File: src/hdl/vqdm_pkg.sv
// ----------------------------------------------------------------------------
// vqdm_pkg
// Shared types and constants of the virtqueue descriptor manager.
// ----------------------------------------------------------------------------
package vqdm_pkg;

    localparam int unsigned DEF_QUEUE_DEPTH = 16;

    localparam int unsigned QSIZE_W   = 5;
    localparam int unsigned LIMIT_W   = 23;
    localparam int unsigned CFG_W     = 23;
    localparam int unsigned ADDR_W    = 64;
    localparam int unsigned LEN_W     = 32;
    localparam int unsigned AVAIL_W   = 16;
    localparam int unsigned OUT_IDX_W = 4;

    localparam logic [LIMIT_W-1:0] TIMEOUT_RESET = 23'd5000000;

    localparam logic CFG_QUEUE_SIZE = 1'b0;
    localparam logic CFG_TIMEOUT    = 1'b1;

    localparam logic OP_SUBMIT = 1'b0;
    localparam logic OP_POLL   = 1'b1;

    typedef logic [2:0] t_status;

    localparam t_status STAT_POSTED    = 3'd0;
    localparam t_status STAT_NOT_READY = 3'd1;
    localparam t_status STAT_NO_DESC   = 3'd2;
    localparam t_status STAT_COMPLETED = 3'd3;
    localparam t_status STAT_WAITING   = 3'd4;
    localparam t_status STAT_TIMEOUT   = 3'd5;
    localparam t_status STAT_NOTHING   = 3'd6;
    localparam t_status STAT_BUSY      = 3'd7;

    localparam logic [1:0] FLAG_NEXT  = 2'd1;
    localparam logic [1:0] FLAG_WRITE = 2'd2;

    typedef struct packed {
        logic [1:0]        flags;
        logic [LEN_W-1:0]  len;
        logic [ADDR_W-1:0] addr;
    } t_desc;

    localparam int unsigned DESC_W = $bits(t_desc);

endpackage

File: src/hdl/vqdm_ram.sv
// ----------------------------------------------------------------------------
// vqdm_ram
// Generic single write port, single read port RAM with registered read.
// ----------------------------------------------------------------------------
module vqdm_ram #(
    parameter int unsigned WIDTH  = 8,
    parameter int unsigned DEPTH  = 16,
    parameter int unsigned ADDR_W = $clog2(DEPTH)
) (
    input  logic              i_clk,
    input  logic              i_wr_en,
    input  logic [ADDR_W-1:0] i_wr_addr,
    input  logic [WIDTH-1:0]  i_wr_data,
    input  logic [ADDR_W-1:0] i_rd_addr,
    output logic [WIDTH-1:0]  o_rd_data
);

    logic [WIDTH-1:0] r_mem [DEPTH];
    logic [WIDTH-1:0] r_rd_data;

    always_ff @(posedge i_clk) begin
        if (i_wr_en) begin
            r_mem[i_wr_addr] <= i_wr_data;
        end
        r_rd_data <= r_mem[i_rd_addr];
    end

    assign o_rd_data = r_rd_data;

endmodule

File: src/hdl/virtqueue_descriptor_manager_core.sv
// ----------------------------------------------------------------------------
// virtqueue_descriptor_manager_core
// Driver side of a split virtqueue: descriptor free list, avail ring posting
// and used index polling with a timeout budget.
// ----------------------------------------------------------------------------
// Each item returns exactly one result, shown for one cycle with o_valid; the
// receiver cannot stall it. Items are taken while o_busy is low. A submit runs
// through accept, two dependent pops through the registered read port of the
// link RAM, then the fill and post; a completing or timed-out poll adds a
// push step after accept (two pushes share the one link write port); every
// other item is answered from accept alone. A queue_size write starts a
// rebuild of the free list that walks all QUEUE_DEPTH link RAM entries, one
// entry a cycle, with o_busy high and o_cfg_ready low. A single incrementer/
// decrementer serves the avail index, the poll budget and the rebuild counter.
module virtqueue_descriptor_manager_core #(
    parameter int unsigned QUEUE_DEPTH = vqdm_pkg::DEF_QUEUE_DEPTH
) (
    input  logic                                i_clk,
    input  logic                                i_rst_n,
    input  logic                                i_start,
    output logic                                o_busy,
    input  logic                                i_opcode,
    input  logic [vqdm_pkg::ADDR_W-1:0]         i_cmd_addr,
    input  logic [vqdm_pkg::LEN_W-1:0]          i_cmd_len,
    input  logic [vqdm_pkg::ADDR_W-1:0]         i_resp_addr,
    input  logic [vqdm_pkg::LEN_W-1:0]          i_resp_len,
    input  logic [vqdm_pkg::AVAIL_W-1:0]        i_used_index,
    output logic                                o_valid,
    output logic [2:0]                          o_status,
    output logic [vqdm_pkg::OUT_IDX_W-1:0]      o_cmd_desc,
    output logic [vqdm_pkg::OUT_IDX_W-1:0]      o_resp_desc,
    output logic [vqdm_pkg::OUT_IDX_W-1:0]      o_ring_slot,
    output logic [vqdm_pkg::AVAIL_W-1:0]        o_avail_index,
    output logic                                o_notify,
    input  logic                                i_cfg_valid,
    output logic                                o_cfg_ready,
    input  logic                                i_cfg_index,
    input  logic [vqdm_pkg::CFG_W-1:0]          i_cfg_data
);

    localparam int unsigned IDX_W   = $clog2(QUEUE_DEPTH);
    localparam int unsigned LINK_W  = $clog2(QUEUE_DEPTH + 1);
    localparam int unsigned LIMIT_W = vqdm_pkg::LIMIT_W;
    localparam int unsigned AVAIL_W = vqdm_pkg::AVAIL_W;
    localparam int unsigned OIDX_W  = vqdm_pkg::OUT_IDX_W;

    localparam logic [LINK_W-1:0] LINK_NULL = LINK_W'(QUEUE_DEPTH);
    localparam logic [IDX_W-1:0]  LAST_IDX  = IDX_W'(QUEUE_DEPTH - 1);

    localparam logic [2:0] ST_IDLE  = 3'd0;
    localparam logic [2:0] ST_POP1  = 3'd1;
    localparam logic [2:0] ST_POP2  = 3'd2;
    localparam logic [2:0] ST_FILL  = 3'd3;
    localparam logic [2:0] ST_PUSH  = 3'd4;
    localparam logic [2:0] ST_BUILD = 3'd5;

    logic [2:0]         r_state,      n_state;
    logic [LINK_W-1:0]  r_free_head,  n_free_head;
    logic [LINK_W-1:0]  r_eff,        n_eff;
    logic [LIMIT_W-1:0] r_limit,      n_limit;
    logic [AVAIL_W-1:0] r_avail,      n_avail;
    logic               r_pending,    n_pending;
    logic [AVAIL_W-1:0] r_pend_avail, n_pend_avail;
    logic [IDX_W-1:0]   r_pend_cmd,   n_pend_cmd;
    logic [IDX_W-1:0]   r_pend_resp,  n_pend_resp;
    logic [LIMIT_W-1:0] r_budget,     n_budget;
    logic [IDX_W-1:0]   r_idx,        n_idx;
    logic [IDX_W-1:0]   r_slot,       n_slot;

    logic                  r_valid,     n_valid;
    vqdm_pkg::t_status     r_status,    n_status;
    logic [OIDX_W-1:0]     r_cmd_desc,  n_cmd_desc;
    logic [OIDX_W-1:0]     r_resp_desc, n_resp_desc;
    logic [OIDX_W-1:0]     r_ring_slot, n_ring_slot;
    logic [AVAIL_W-1:0]    r_out_avail, n_out_avail;
    logic                  r_notify,    n_notify;

    logic [vqdm_pkg::ADDR_W-1:0] r_cmd_addr;
    logic [vqdm_pkg::LEN_W-1:0]  r_cmd_len;
    logic [vqdm_pkg::ADDR_W-1:0] r_resp_addr;
    logic [vqdm_pkg::LEN_W-1:0]  r_resp_len;

    logic               accept;
    logic               cfg_acc;
    logic [LINK_W-1:0]  cfg_clamp;
    logic [LINK_W-1:0]  cfg_eff;
    logic [IDX_W-1:0]   w_mask;
    logic [IDX_W-1:0]   w_slot;

    logic [LIMIT_W-1:0] alu_a;
    logic               alu_dec;
    logic [LIMIT_W-1:0] alu_y;

    logic               link_we;
    logic [IDX_W-1:0]   link_waddr;
    logic [LINK_W-1:0]  link_wdata;
    logic [IDX_W-1:0]   link_raddr;
    logic [LINK_W-1:0]  w_link_rd;

    logic               desc_we;
    logic [IDX_W-1:0]   desc_waddr;
    vqdm_pkg::t_desc    desc_wdata;
    vqdm_pkg::t_desc    w_desc_rd;

    logic               ring_we;
    logic [IDX_W-1:0]   w_ring_rd;

    assign o_busy      = (r_state != ST_IDLE);
    assign o_cfg_ready = (r_state == ST_IDLE) && !i_start;
    assign accept      = i_start && (r_state == ST_IDLE);
    assign cfg_acc     = i_cfg_valid && o_cfg_ready;

    assign w_mask = IDX_W'(r_eff - LINK_W'(1));
    assign w_slot = r_avail[IDX_W-1:0] & w_mask;

    always_comb begin
        unique case (r_state)
            ST_FILL: begin
                alu_a   = LIMIT_W'(r_avail);
                alu_dec = 1'b0;
            end
            ST_BUILD: begin
                alu_a   = LIMIT_W'(r_idx);
                alu_dec = 1'b0;
            end
            default: begin
                alu_a   = r_budget;
                alu_dec = 1'b1;
            end
        endcase
    end

    assign alu_y = alu_dec ? (alu_a - LIMIT_W'(1)) : (alu_a + LIMIT_W'(1));

    always_comb begin
        if (32'(i_cfg_data[vqdm_pkg::QSIZE_W-1:0]) > QUEUE_DEPTH) begin
            cfg_clamp = LINK_W'(QUEUE_DEPTH);
        end else begin
            cfg_clamp = LINK_W'(i_cfg_data[vqdm_pkg::QSIZE_W-1:0]);
        end
        cfg_eff = '0;
        for (int k = 0; k < LINK_W; k++) begin
            if (cfg_clamp[k]) begin
                cfg_eff = LINK_W'(1) << k;
            end
        end
    end

    always_comb begin
        logic retire;
        retire       = 1'b0;
        n_state      = r_state;
        n_free_head  = r_free_head;
        n_eff        = r_eff;
        n_limit      = r_limit;
        n_avail      = r_avail;
        n_pending    = r_pending;
        n_pend_avail = r_pend_avail;
        n_pend_cmd   = r_pend_cmd;
        n_pend_resp  = r_pend_resp;
        n_budget     = r_budget;
        n_idx        = r_idx;
        n_slot       = r_slot;

        n_valid      = 1'b0;
        n_status     = r_status;
        n_cmd_desc   = '0;
        n_resp_desc  = '0;
        n_ring_slot  = '0;
        n_out_avail  = r_avail;
        n_notify     = 1'b0;

        link_we    = 1'b0;
        link_waddr = r_pend_cmd;
        link_wdata = r_free_head;
        link_raddr = r_free_head[IDX_W-1:0];
        desc_we    = 1'b0;
        desc_waddr = r_pend_cmd;
        desc_wdata = '{flags: vqdm_pkg::FLAG_NEXT, len: r_cmd_len, addr: r_cmd_addr};
        ring_we    = 1'b0;

        unique case (r_state)
            ST_IDLE: begin
                if (cfg_acc) begin
                    if (i_cfg_index == vqdm_pkg::CFG_QUEUE_SIZE) begin
                        n_eff        = cfg_eff;
                        n_free_head  = (cfg_eff != '0) ? '0 : LINK_NULL;
                        n_avail      = '0;
                        n_pending    = 1'b0;
                        n_pend_avail = '0;
                        n_pend_cmd   = '0;
                        n_pend_resp  = '0;
                        n_budget     = '0;
                        n_idx        = '0;
                        n_state      = ST_BUILD;
                    end else begin
                        n_limit = i_cfg_data[LIMIT_W-1:0];
                    end
                end else if (accept) begin
                    if (i_opcode == vqdm_pkg::OP_SUBMIT) begin
                        if (r_eff == '0) begin
                            n_valid  = 1'b1;
                            n_status = vqdm_pkg::STAT_NOT_READY;
                        end else if (r_pending) begin
                            n_valid  = 1'b1;
                            n_status = vqdm_pkg::STAT_BUSY;
                        end else if (r_free_head == LINK_NULL) begin
                            n_valid  = 1'b1;
                            n_status = vqdm_pkg::STAT_NO_DESC;
                        end else begin
                            n_state = ST_POP1;
                        end
                    end else begin
                        n_valid = 1'b1;
                        if (!r_pending) begin
                            n_status = vqdm_pkg::STAT_NOTHING;
                        end else begin
                            n_cmd_desc  = OIDX_W'(r_pend_cmd);
                            n_resp_desc = OIDX_W'(r_pend_resp);
                            if (i_used_index != r_pend_avail) begin
                                n_status = vqdm_pkg::STAT_COMPLETED;
                                retire   = 1'b1;
                            end else if (r_budget[LIMIT_W-1:1] == '0) begin
                                n_status = vqdm_pkg::STAT_TIMEOUT;
                                retire   = 1'b1;
                            end else begin
                                n_status = vqdm_pkg::STAT_WAITING;
                                n_budget = alu_y;
                            end
                            if (retire) begin
                                link_we     = 1'b1;
                                link_waddr  = r_pend_cmd;
                                link_wdata  = r_free_head;
                                n_free_head = LINK_W'(r_pend_cmd);
                                n_pending   = 1'b0;
                                n_budget    = '0;
                                n_state     = ST_PUSH;
                            end
                        end
                    end
                end
            end
            ST_POP1: begin
                link_raddr = w_link_rd[IDX_W-1:0];
                if (w_link_rd == LINK_NULL) begin
                    n_valid  = 1'b1;
                    n_status = vqdm_pkg::STAT_NO_DESC;
                    n_state  = ST_IDLE;
                end else begin
                    n_pend_cmd  = r_free_head[IDX_W-1:0];
                    n_free_head = w_link_rd;
                    n_state     = ST_POP2;
                end
            end
            ST_POP2: begin
                n_pend_resp = r_free_head[IDX_W-1:0];
                n_free_head = w_link_rd;
                link_we     = 1'b1;
                link_waddr  = r_pend_cmd;
                link_wdata  = r_free_head;
                desc_we     = 1'b1;
                desc_waddr  = r_pend_cmd;
                n_state     = ST_FILL;
            end
            ST_FILL: begin
                link_we      = 1'b1;
                link_waddr   = r_pend_resp;
                link_wdata   = LINK_NULL;
                desc_we      = 1'b1;
                desc_waddr   = r_pend_resp;
                desc_wdata   = '{flags: vqdm_pkg::FLAG_WRITE, len: r_resp_len,
                                 addr: r_resp_addr};
                ring_we      = 1'b1;
                n_slot       = w_slot;
                n_pend_avail = r_avail;
                n_avail      = alu_y[AVAIL_W-1:0];
                n_pending    = 1'b1;
                n_budget     = r_limit;
                n_valid      = 1'b1;
                n_status     = vqdm_pkg::STAT_POSTED;
                n_cmd_desc   = OIDX_W'(r_pend_cmd);
                n_resp_desc  = OIDX_W'(r_pend_resp);
                n_ring_slot  = OIDX_W'(w_slot);
                n_out_avail  = alu_y[AVAIL_W-1:0];
                n_notify     = 1'b1;
                n_state      = ST_IDLE;
            end
            ST_PUSH: begin
                link_we     = 1'b1;
                link_waddr  = r_pend_resp;
                link_wdata  = LINK_W'(r_pend_cmd);
                n_free_head = LINK_W'(r_pend_resp);
                n_state     = ST_IDLE;
            end
            ST_BUILD: begin
                link_we    = 1'b1;
                link_waddr = r_idx;
                link_wdata = (alu_y[LINK_W-1:0] < r_eff) ? alu_y[LINK_W-1:0] : LINK_NULL;
                n_idx      = alu_y[IDX_W-1:0];
                if (r_idx == LAST_IDX) begin
                    n_state = ST_IDLE;
                end
            end
            default: begin
                n_state = ST_IDLE;
            end
        endcase
    end

    always_ff @(posedge i_clk) begin
        if (!i_rst_n) begin
            r_state      <= ST_IDLE;
            r_free_head  <= '0;
            r_eff        <= '0;
            r_limit      <= vqdm_pkg::TIMEOUT_RESET;
            r_avail      <= '0;
            r_pending    <= 1'b0;
            r_pend_avail <= '0;
            r_pend_cmd   <= '0;
            r_pend_resp  <= '0;
            r_budget     <= '0;
            r_idx        <= '0;
            r_slot       <= '0;
            r_valid      <= 1'b0;
        end else begin
            r_state      <= n_state;
            r_free_head  <= n_free_head;
            r_eff        <= n_eff;
            r_limit      <= n_limit;
            r_avail      <= n_avail;
            r_pending    <= n_pending;
            r_pend_avail <= n_pend_avail;
            r_pend_cmd   <= n_pend_cmd;
            r_pend_resp  <= n_pend_resp;
            r_budget     <= n_budget;
            r_idx        <= n_idx;
            r_slot       <= n_slot;
            r_valid      <= n_valid;
        end
    end

    always_ff @(posedge i_clk) begin
        r_status    <= n_status;
        r_cmd_desc  <= n_cmd_desc;
        r_resp_desc <= n_resp_desc;
        r_ring_slot <= n_ring_slot;
        r_out_avail <= n_out_avail;
        r_notify    <= n_notify;
        if (accept && (i_opcode == vqdm_pkg::OP_SUBMIT)) begin
            r_cmd_addr  <= i_cmd_addr;
            r_cmd_len   <= i_cmd_len;
            r_resp_addr <= i_resp_addr;
            r_resp_len  <= i_resp_len;
        end
    end

    assign o_valid       = r_valid;
    assign o_status      = r_status;
    assign o_cmd_desc    = r_cmd_desc;
    assign o_resp_desc   = r_resp_desc;
    assign o_ring_slot   = r_ring_slot;
    assign o_avail_index = r_out_avail;
    assign o_notify      = r_notify;

    vqdm_ram #(
        .WIDTH (LINK_W),
        .DEPTH (QUEUE_DEPTH)
    ) u_link_ram (
        .i_clk     (i_clk),
        .i_wr_en   (link_we),
        .i_wr_addr (link_waddr),
        .i_wr_data (link_wdata),
        .i_rd_addr (link_raddr),
        .o_rd_data (w_link_rd)
    );

    vqdm_ram #(
        .WIDTH (vqdm_pkg::DESC_W),
        .DEPTH (QUEUE_DEPTH)
    ) u_desc_ram (
        .i_clk     (i_clk),
        .i_wr_en   (desc_we),
        .i_wr_addr (desc_waddr),
        .i_wr_data (desc_wdata),
        .i_rd_addr (r_pend_resp),
        .o_rd_data (w_desc_rd)
    );

    vqdm_ram #(
        .WIDTH (IDX_W),
        .DEPTH (QUEUE_DEPTH)
    ) u_ring_ram (
        .i_clk     (i_clk),
        .i_wr_en   (ring_we),
        .i_wr_addr (w_slot),
        .i_wr_data (r_pend_cmd),
        .i_rd_addr (r_slot),
        .o_rd_data (w_ring_rd)
    );

    a_ring_holds_cmd: assert property (@(posedge i_clk) disable iff (!i_rst_n)
        ($past(r_state, 2) == ST_FILL) && r_pending |-> w_ring_rd == r_pend_cmd)
        else $error("avail ring slot does not hold the posted command descriptor");

    a_resp_desc_write: assert property (@(posedge i_clk) disable iff (!i_rst_n)
        ($past(r_state, 2) == ST_FILL) && r_pending
            |-> w_desc_rd.flags == vqdm_pkg::FLAG_WRITE)
        else $error("response descriptor not marked device writable");

    a_pending_off_list: assert property (@(posedge i_clk) disable iff (!i_rst_n)
        r_pending |-> (r_free_head != LINK_W'(r_pend_cmd))
                   && (r_free_head != LINK_W'(r_pend_resp)))
        else $error("in-flight descriptor found at the free list head");

    a_post_strobe: assert property (@(posedge i_clk) disable iff (!i_rst_n)
        (r_state == ST_FILL) |=> o_valid && o_notify && r_pending)
        else $error("post did not raise result, notify and pending together");

endmodule

File: config.mk
export PLATFORM = sky130hd
export DESIGN_NAME = virtqueue_descriptor_manager_core
export DESIGN_NICKNAME = d
export VERILOG_FILES = /design/src/hdl/vqdm_pkg.sv /design/src/hdl/vqdm_ram.sv /design/src/hdl/virtqueue_descriptor_manager_core.sv
export SDC_FILE = /design/constraint.sdc
export NUM_CORES = 1
export LEC_CHECK = 0
export BUFFER_PORTS_ARGS = -buffer_cell sky130_fd_sc_hd__buf_4
export CORE_MARGIN = 2
export CORE_UTILIZATION = 53
export CTS_CLUSTER_DIAMETER = 100
export CTS_CLUSTER_SIZE = 14
export DETAILED_ROUTE_END_ITERATION = 10
export GPL_TIMING_DRIVEN = 0
export PLACE_DENSITY = 0.8
export SKIP_LAST_GASP = 1
export SLEW_MARGIN = 15
export SYNTH_ARGS = -nofsm -noshare
export SYNTH_HDL_FRONTEND = slang
export SYNTH_HIERARCHICAL = 1
export SYNTH_SLANG_ARGS = --single-unit
File: constraint.sdc
create_clock -name i_clk -period 5.1 [get_ports i_clk]
set_clock_uncertainty 0.1 [all_clocks]
set_input_delay 0.51 -clock i_clk [delete_from_list [all_inputs] [get_ports i_clk]]
set_output_delay 0.51 -clock i_clk [all_outputs]
set_load 0.005 [all_outputs]
==> flow_summary_export.csv, run 1 <==
group,metric,value,unit
power_and_ir_drop,peakVddDrop,0.315,mV
sta,worstMarginPinSlew,1.06,ns
placed_design,place_congestion,0.981,
cts,htree_levels,1,
cts,clock-sinks,222,
finish,fillerInstances,1634,
yosys,synth_cells,1055,
yosys,syn-cell-area,10400,um^2
finish,syn2layout_area_growth,15.2,%
route,num_vias,8861,
placed_design,io_buffers,78,
yosys,async_reset_ff_share,0,%
floorplanning,die_area,20700,um^2
cts,clkTransAtPathRegs,0.07,ns
yosys,ys_warn_count,6,
route,routed_via_density,6.19,
power_and_ir_drop,power_density,451,nW/um^2
grt,grt_overflow,0,
yosys,synth_top_area_share,26.8,%
job,cap_viol_max_count,0,
yosys,avgSynthCellArea,9.84,um^2
setup_path,worst-setup-path-type,"flip-flop to flip-flop",
grt,antenna_found_initial,1,
cts,cts_root_buffer,"clkbuf_16",
setup_path,cp_max_fo,16,
yosys,yosysTopAreaCell,"dfxtp_1",
setup_path,critPathCaptureType,"flip-flop",
power_and_ir_drop,power.leakage,4.43,nW
route,antenna_left,0,
grt,grt_pass1_vias,8178,
sta,hold_viol_final,0,
setup_path,start_kind,"flip-flop",
cts,insertion_delay,0.52,ns
sta,rsz0062_at_grt,"false",
route,wl,29800,um
sta,max_freq,0.212,GHz
cts,cts_max_path_buffers,3,
sta,setup_violations,0,
outcome,status,"finished, final reports clean",
cts,cts_hold_buf,0,
cts,cts_tree,"yes",
sta,whs,0.122,ns
sta,finalMaxSlewViolations,0,
yosys,synth-seq-cells,222,
route,drtIter0Drc,811,
yosys,ys.flop_type,"dfxtp_1",
grt,grt_max_degree,17,
grt,grt_use_total,28.7,%
floorplanning,io_pins,272,
placed_design,place_area,11300,um^2
floorplanning,core_area,19300,um^2
yosys,synth_area_leaders,"dfxtp_1 (27%), edfxtp_1 (24%), nand2_1 (5.9%)",
setup_path,cp.required,5.22,ns
floorplanning,die_x,144,um
placed_design,dp_hpwl,22000,um
yosys,ys_seq_area_share,50.8,%
floorplanning,die_y,144,um
route,drc_errors,0,
yosys,synth_nets,1300,
finish,stdcell_area,12000,um^2
finish,num-nets-final,1401,
route,firstDrtPassIters,7,
grt,grt_pass1_wl,45800,um
sta,fin_crit,4.72,ns
finish,finalCoreUtilization,61.9,%
route,routedWlPerCell,20.8,um
floorplanning,initial_core_util,53.7,%
sta,period_share,92.5,%
yosys,ys_types,78,
min_path,min_path_type,"input port to flip-flop",
sta,relSlewSlack,28.5,%
setup_path,worstPathArrival,4.84,ns
floorplanning,num_rows,51,
finish,drive_gt1_share,15.8,%
cts,cts_buffers,20,
yosys,synth-edff-count,83,
cell usage in the layout, fill, tap and decap left out, types with 8 or more instances in the layout:
master and count:
and2_1 19, xor2_1 21, nor4_1 10, xnor2_1 11, nand4_1 8, o21ai_0 36
nand2_1 162, a21oi_1 76, nand4b_1 12, buf_4 87, ha_1 8, edfxtp_1 83
o21ai_1 12, nand2b_1 8, clkbuf_1 41, dfxtp_1 139, nor3b_1 9, nand3b_1 16
clkbuf_16 20, mux4_2 20, inv_1 17, o211ai_1 9, nor2_1 107, nor3_1 16
nand3_1 33, buf_2 8, a221oi_1 16, a31oi_1 10, a22oi_1 28
synth_stat cells, types with 5 or more instances:
master / instances
a211oi_1: 6
a21oi_1: 80
a221oi_1: 16
a22o_1: 7
a22oi_1: 28
a31oi_1: 10
and2_1: 19
buf_2: 8
buf_4: 8
clkbuf_1: 32
dfxtp_1: 139
edfxtp_1: 83
ha_1: 8
inv_1: 17
mux2_2: 5
mux4_2: 20
nand2_1: 162
nand2b_1: 8
nand3_1: 33
nand3b_1: 16
nand4_1: 8
nand4b_1: 12
nor2_1: 107
nor2b_1: 7
nor3_1: 16
nor3b_1: 9
nor4_1: 10
o211ai_1: 9
o21a_1: 5
o21ai_0: 38
o21ai_1: 10
o22ai_1: 6
o31ai_1: 5
or2_2: 5
xnor2_1: 12
xor2_1: 21
logic make-up (layout without fill, tap and decap cells):
logic type               Yosys count  count (layout)  share of synthesized area [%]
other                              0               1                              0
buffers and inverters             75             186                           3.39
adder cells (fa/ha/maj)            8               8                          0.964
multiplexers                      28              28                           5.17
flip-flops                       222             222                           50.8
AO/OA/AOI/OAI                    255             255                           16.6
XOR/XNOR                          33              33                           2.78
AND/OR/NAND/NOR                  434             434                           20.3
flip-flops by register name (all words and copies together), names as in the netlist, 5 cells and up:
name                  cells
o_avail_index            16
r_avail                  16
r_budget                 23
r_eff                     5
r_free_head               5
r_limit                  23
r_pend_avail             16
u_link_ram/o_rd_data      5
u_link_ram/r_mem         80
worst paths after layout:
check	endpoint	slack, ns	start	cells past startpoint
max	u_link_ram/r_mem[9][3]$_DFFE_PP_	0.38	r_state[1]$_SDFFE_PN0P_	16
min	r_limit[11]$_SDFFE_PN1P_	0.12	i_cfg_data[11]	3
max reg2reg	u_link_ram/r_mem[9][3]$_DFFE_PP_	0.38	r_state[1]$_SDFFE_PN0P_	16
min reg2reg	r_limit[13]$_SDFFE_PN0P_	0.36	r_limit[13]$_SDFFE_PN0P_	2
routing by layer:
metal	track usage [%]	wire (um)	vias to the layer above	part of all wire, %
li1	-	-	4078	-
met1	39.9	12500	4220	42
met2	45.3	13500	478	45
met3	5.30	2660	83	8.9
met4	10.2	1070	2	3.6
met5	0	13	-	0.044
cell type report:
type | instances | area [um^2] | area share (%)
repair buffers | 79 | 593 | 4.96
inverters | 20 | 75.1 | 0.628
diodes | 1 | 2.50 | 0.0209
well taps | 265 | 332 | 2.77
plain buffers | 55 | 277 | 2.31
multi-input cells | 758 | 4810 | 40.2
clock buffers | 29 | 534 | 4.47
clock inverters | 3 | 62.6 | 0.523
flip-flops and latches | 222 | 5280 | 44.1
worst max-delay path, cell delays in order (launching register included):
cell and delay, ns:
dfxtp_1 0.50, buf_4 0.22, nor3b_1 0.17, o21ai_0 0.15
o21ai_1 0.37, inv_1 0.19, ha_1 0.26, inv_1 0.06
a31oi_1 0.12, xnor2_1 0.63, ha_1 0.36, o21a_1 0.10
o31ai_1 0.06, a21oi_1 0.14, nor2_1 0.28, a22oi_1 0.19
a21oi_4 0.50
report_power, final:
| part | switching, W | internal (W) |
|---|---|---|
| Sequential | 0.000104 | 0.00205 |
| Clock | 0.000649 | 0.000783 |
| Combinational | 0.00114 | 0.000670 |
| Total | 0.00189 | 0.00350 |
per-stage QoR:
| stage | TNS, ns | std cells | setup slack (ns) | total power, W |
|---|---|---|---|---|
| global placement | -12.28 | 1398 | -0.345 | 0.00389 |
| floorplan | 0 | 1055 | 1.37 | 0.00338 |
| global route | 0 | 1431 | 0.0710 | 0.00561 |
| finish | 0 | 1432 | 0.385 | 0.00540 |
| detailed placement | -17.19 | 1399 | -0.323 | 0.00393 |
| CTS | 0 | 1431 | 0.0838 | 0.00535 |
repair_timing:
item,in CTS,in global routing
setup endpoints to repair,64,80
resized for setup,4,6
cloned,0,0
setup buffers,0,0
(Power assumes the default switching activity.)
==> inputs of run 2 (changes only) <==
--- a/config.mk
+++ b/config.mk
@@ -7,12 +7,13 @@
 export LEC_CHECK = 0
 export BUFFER_PORTS_ARGS = -buffer_cell sky130_fd_sc_hd__buf_4
 export CORE_MARGIN = 2
-export CORE_UTILIZATION = 53
+export CORE_UTILIZATION = 55
+export CTS_BUF_LIST = sky130_fd_sc_hd__clkbuf_8
 export CTS_CLUSTER_DIAMETER = 100
 export CTS_CLUSTER_SIZE = 14
 export DETAILED_ROUTE_END_ITERATION = 10
 export GPL_TIMING_DRIVEN = 0
-export PLACE_DENSITY = 0.8
+export PLACE_DENSITY = 0.83
 export SKIP_LAST_GASP = 1
 export SLEW_MARGIN = 15
 export SYNTH_ARGS = -nofsm -noshare
==> flow_summary_export.csv, run 2 (synthesis results as in run 1) <==
group,metric,value,unit
outcome,status,"finished, final reports clean",
sta,setup_violations,0,
route,num_vias,8933,
setup_path,cp_max_fo,16,
sta,relSlewSlack,32.0,%
grt,grt_use_total,29.2,%
grt,grt_overflow,0,
setup_path,cp.required,5.25,ns
floorplanning,initial_core_util,55.7,%
sta,finalMaxSlewViolations,0,
sta,max_freq,0.208,GHz
cts,cts_tree,"yes",
setup_path,worstReg2RegStart,"r_state[1]$_SDFFE_PN0P_",
grt,antenna_found_initial,1,
setup_path,worst-setup-path-type,"flip-flop to flip-flop",
cts,cts_buffers,19,
power_and_ir_drop,power.leakage,4.34,nW
power_and_ir_drop,peakVddDrop,0.419,mV
cts,cts_max_path_buffers,3,
finish,final_cell_mix,"nand2_1 (162), dfxtp_1 (139), nor2_1 (107), buf_4 (87), edfxtp_1 (83)",
finish,num-nets-final,1400,
sta,rsz0062_at_grt,"false",
finish,reg_top3,"u_link_ram/r_mem (80), r_budget (23), r_limit (23)",
route,routedWlPerCell,20.9,um
finish,regMostFlops,"u_link_ram/r_mem",
grt,grt_pass1_wl,46100,um
route,firstDrtPassIters,6,
route,drc_errors,0,
finish,syn2layout_area_growth,12.1,%
min_path,min_path_type,"input port to flip-flop",
cts,clock-sinks,222,
finish,fillerInstances,1544,
floorplanning,die_area,20000,um^2
floorplanning,io_pins,272,
sta,setup_ws,0.296,ns
grt,grt_pass1_vias,8408,
placed_design,place_congestion,1.01,
finish,finalCoreUtilization,62.5,%
setup_path,crit_start,"r_state[1]$_SDFFE_PN0P_",
cts,insertion_delay,0.53,ns
cts,cts_root_buffer,"clkbuf_8",
route,wl,29300,um
floorplanning,die_y,141,um
sta,worstMarginPinSlew,1.01,ns
power_and_ir_drop,power_density,422,nW/um^2
job,cap_viol_max_count,0,
placed_design,dp_slack,-0.354,ns
cts,clkTransAtPathRegs,0.10,ns
min_path,min_from,"i_cfg_data[18]",
floorplanning,core_area,18600,um^2
route,antenna_left,0,
setup_path,critPathCaptureType,"flip-flop",
placed_design,dp_hpwl,21700,um
finish,final_common_cell,"nand2_1",
sta,hold_viol_final,0,
setup_path,worstPathArrival,4.95,ns
route,routed_via_density,6.39,
sta,fin_crit,4.80,ns
placed_design,io_buffers,78,
setup_path,start_kind,"flip-flop",
sta,period_share,94.2,%
route,drtIter0Drc,1024,
grt,grt_max_degree,17,
floorplanning,die_x,141,um
finish,drive_gt1_share,15.7,%
cts,htree_levels,1,
finish,largest_reg_flops,80,
floorplanning,num_rows,50,
[run 2: per-stage QoR]
step / power, W / cell area [um^2] / std cells / setup TNS (ns) / hold WS [ns]
floorplan: 0.00338 / 10400 / 1055 / 0 / 0.327
CTS: 0.00484 / 11600 / 1398 / 0 / 0.0881
global placement: 0.00388 / 11300 / 1367 / -11.08 / 0.345
finish: 0.00491 / 11600 / 1399 / 0 / 0.0913
detailed placement: 0.00393 / 11300 / 1368 / -19.24 / 0.356
global route: 0.00511 / 11600 / 1398 / 0 / 0.0910
[run 2: power by group]
part / switching [W] / leakage [nW] / internal [W] / total, W
combinational: 0.00115 / 2.26 / 0.000671 / 0.00182
clock: 0.000564 / 0.192 / 0.000363 / 0.000926
sequential: 0.000109 / 1.89 / 0.00205 / 0.00216
total: 0.00183 / 4.34 / 0.00308 / 0.00491
[run 2: path summary, 6_finish.rpt]
| path | end | slack (ns) | depth (start not counted) |
|---|---|---|---|
| hold reg to reg | r_pend_avail[10]$_SDFFE_PN0P_ | 0.37 | 2 |
| setup / recovery | u_link_ram/r_mem[6][2]$_DFFE_PP_ | 0.30 | 16 |
| hold / removal | r_limit[18]$_SDFFE_PN1P_ | 0.09 | 3 |
| setup reg to reg | u_link_ram/r_mem[6][2]$_DFFE_PP_ | 0.30 | 16 |
[run 2: critical path, stage by stage (launching register included)]
cell     delay, ns
dfxtp_1       0.54
buf_4         0.23
nor3b_1       0.20
o21ai_0       0.16
o21ai_1       0.34
inv_1         0.17
ha_1          0.26
nor2_1        0.13
a31oi_1       0.08
xnor2_1       0.66
ha_1          0.37
o21a_1        0.10
o31ai_1       0.06
a21oi_1       0.13
nor2_1        0.27
a22oi_1       0.20
a21oi_4       0.50
[run 2: layout make-up]
cell class                 instances  area [um^2]  share of cell area, %
buffer                            55          277                   2.37
multi-input combinational        758         4810                   41.3
clock inverter                    10         41.3                  0.355
inverter                          20         75.1                  0.645
sequential                       222         5280                   45.3
timing repair buffer              79          593                   5.09
clock buffer                      20          275                   2.36
tap                              234          293                   2.51
antenna                            1         2.50                 0.0215
[run 2: what timing repair did]
| action | in CTS | in global routing |
|---|---|---|
| gates resized for setup | 4 | 7 |
| buffers inserted | 0 | 0 |
| cloned | 0 | 0 |
| hold buffers | 0 | 0 |
| pin swaps | 0 | 0 |
| endpoints found under the setup margin | 64 | 72 |
[run 2: routing by layer]
metal / share of wire [%] / routed length, um / track usage, %
met5: 0 / 0 / 0
met3: 10 / 2960 / 5.20
met1: 42 / 12200 / 41.5
met4: 3.4 / 994 / 9.26
met2: 45 / 13100 / 46.0
==> inputs of run 3 (changes only) <==
--- a/config.mk
+++ b/config.mk
@@ -7,13 +7,13 @@
 export LEC_CHECK = 0
 export BUFFER_PORTS_ARGS = -buffer_cell sky130_fd_sc_hd__buf_4
 export CORE_MARGIN = 2
-export CORE_UTILIZATION = 55
+export CORE_UTILIZATION = 50
 export CTS_BUF_LIST = sky130_fd_sc_hd__clkbuf_8
 export CTS_CLUSTER_DIAMETER = 100
 export CTS_CLUSTER_SIZE = 14
 export DETAILED_ROUTE_END_ITERATION = 10
 export GPL_TIMING_DRIVEN = 0
-export PLACE_DENSITY = 0.83
+export PLACE_DENSITY = 0.79
 export SKIP_LAST_GASP = 1
 export SLEW_MARGIN = 15
 export SYNTH_ARGS = -nofsm -noshare
==> constraint.sdc (replaced) <==
create_clock -name i_clk -period 4.4 [get_ports i_clk]
set_clock_uncertainty 0.1 [all_clocks]
set_input_delay 0.44 -clock i_clk [delete_from_list [all_inputs] [get_ports i_clk]]
set_output_delay 0.44 -clock i_clk [all_outputs]
set_load 0.005 [all_outputs]
==> flow_summary_export.csv, run 3 (synthesis results as in run 1) <==
group,metric,value,unit
outcome,status,"finished, final reports clean",
floorplanning,core_area,20300,um^2
floorplanning,io_pins,272,
setup_path,cpPeakStageDelay,0.51,ns
sta,setup_violations,0,
setup_path,start_kind,"flip-flop",
route,drtIter0Drc,989,
finish,seq_area,5280,um^2
finish,syn2layout_area_growth,13.9,%
min_path,hold_end,"r_limit[18]$_SDFFE_PN1P_",
route,antenna_left,0,
setup_path,rr_worst_depth,17,
setup_path,worstReg2RegStart,"r_state[1]$_SDFFE_PN0P_",
setup_path,worstPathArrival,4.38,ns
grt,grt_use_total,26.5,%
power_and_ir_drop,power.leakage,4.40,nW
finish,final_common_cell,"nand2_1",
route,routed_via_density,6.02,
finish,largest_reg_flops,80,
cts,cts_buffers,19,
sta,fin_crit,4.20,ns
floorplanning,num_rows,52,
min_path,min_path_type,"input port to flip-flop",
cts,clkTransAtPathRegs,0.09,ns
finish,fillerInstances,1773,
floorplanning,die_x,148,um
finish,num-nets-final,1409,
cts,cts_max_path_buffers,3,
power_and_ir_drop,power_density,490,nW/um^2
power_and_ir_drop,peakVddDrop,0.288,mV
grt,grt_pass1_wl,45600,um
finish,finalCoreUtilization,58.3,%
floorplanning,initial_core_util,51.1,%
cts,cts_tree,"yes",
finish,reg_top3,"u_link_ram/r_mem (80), r_budget (23), r_limit (23)",
sta,worstMarginPinSlew,1.07,ns
sta,finalMaxSlewViolations,0,
floorplanning,die_area,21900,um^2
route,wl,29200,um
placed_design,io_buffers,78,
setup_path,critPathCaptureType,"flip-flop",
setup_path,cp_cell_sequence,"buf_4 > nor3b_1 > o21ai_1 > o21ai_2 > inv_1 > ha_1 > inv_1 > a31oi_1 > a41oi_1 > xnor2_2 > ha_1 > a21oi_1 > a21oi_1 > nor2_2 > a22oi_1 > a21oi_4 > buf_12",
finish,multi_input_area,4840,um^2
cts,insertion_delay,0.57,ns
finish,drive_gt1_share,16.6,%
placed_design,dp_hpwl,21500,um
setup_path,worst-setup-path-type,"flip-flop to flip-flop",
placed_design,dp_slack,-1.07,ns
setup_path,cp.required,4.57,ns
grt,grt_overflow,0,
finish,regMostFlops,"u_link_ram/r_mem",
setup_path,timing.rr.end,"u_link_ram/r_mem[5][0]$_DFFE_PP_",
placed_design,place_area,11300,um^2
route,routedWlPerCell,20.3,um
route,firstDrtPassIters,6,
sta,period_share,95.6,%
finish,stdcell_area,11800,um^2
grt,antenna_found_initial,0,
placed_design,place_congestion,0.998,
setup_path,cp_max_fo,16,
floorplanning,die_y,148,um
grt,grt_max_degree,17,
sta,hold_viol_final,0,
min_path,min_path_cells,3,
finish,n_antenna_cell,0,
sta,relSlewSlack,27.7,%
sta,rsz0062_at_grt,"false",
sta,setup_ws,0.195,ns
route,num_vias,8684,
power_and_ir_drop,p_total,0.00580,W
finish,final_cell_mix,"nand2_1 (162), dfxtp_1 (139), nor2_1 (106), buf_4 (90), edfxtp_1 (83)",
min_path,min_from,"i_cfg_data[18]",
setup_path,slowest_stage,"dfxtp_1",
sta,max_freq,0.238,GHz
route,drc_errors,0,
setup_path,reg2reg_slack,0.20,ns
grt,grt_pass1_vias,8249,
job,cap_viol_max_count,0,
cts,cts_root_buffer,"clkbuf_8",
setup_path,crit_start,"r_state[1]$_SDFFE_PN0P_",
cts,clock-sinks,222,
cts,htree_levels,1,
-- run 3: final cells by class --
| type | instances | area share [%] |
|---|---|---|
| Buffer | 55 | 2.34 |
| Clock buffer | 20 | 2.33 |
| Clock inverter | 9 | 0.317 |
| Inverter | 20 | 0.635 |
| Multi-Input combinational cell | 758 | 40.9 |
| Sequential cell | 222 | 44.6 |
| Tap cell | 270 | 2.86 |
| Timing Repair Buffer | 88 | 6.05 |
-- run 3: stage by stage --
step                hold WS (ns)  TNS, ns  cells
global route             0.00636        0   1442
CTS                     0.000626        0   1439
global placement           0.346   -63.90   1403
finish                    0.0229        0   1442
detailed placement         0.351   -64.79   1404
floorplan                  0.327        0   1055
-- run 3: worst max path at each step --
stage	endpoint	slack, ns	depth (start not counted)
floorplan	u_link_ram/r_mem[0][0]$_DFFE_PP_	0.67	16
global placement	u_link_ram/r_mem[14][4]$_DFFE_PP_	-0.96	15
detailed placement	u_link_ram/r_mem[6][3]$_DFFE_PP_	-1.07	16
CTS	u_link_ram/r_mem[13][4]$_DFFE_PP_	0.10	16
global route	u_link_ram/r_mem[13][0]$_DFFE_PP_	0.007	17
finish	u_link_ram/r_mem[5][0]$_DFFE_PP_	0.20	17
-- run 3: repair_timing --
item                                    4_1_cts  5_1_grt
pin swaps                                     4        2
endpoints found under the hold margin         2        0
resized for setup                            12        5
cloned                                        0        0
hold buffers                                  2        0
endpoints found under the setup margin       80       85
buffers inserted                              4        3
-- run 3: power by group --
group / switching (W) / internal, W
logic: 0.00135 / 0.000868
registers: 0.000127 / 0.00237
clock network: 0.000661 / 0.000419
total: 0.00214 / 0.00366
-- run 3: worst max-delay path, delay by kind of cell, from the launching register on --
kind,cells,cell delay [ns]
xor gates and xnor gates,1,0.18
AOI/OAI and AO/OA,8,1.64
adders and majority gates,2,0.56
DFF,1,0.51
and+or+nand+nor,2,0.33
buffers and inverters,4,0.59
-- run 3: layer usage --
layer / vias to the layer above / part of all wire, % / GRT usage [%]
met3: 78 / 9.0 / 5.25
li1: 4087 / - / -
met2: 426 / 45 / 41.4
met5: - / 0 / 0
met1: 4093 / 42 / 36.9
met4: 0 / 3.8 / 9.90
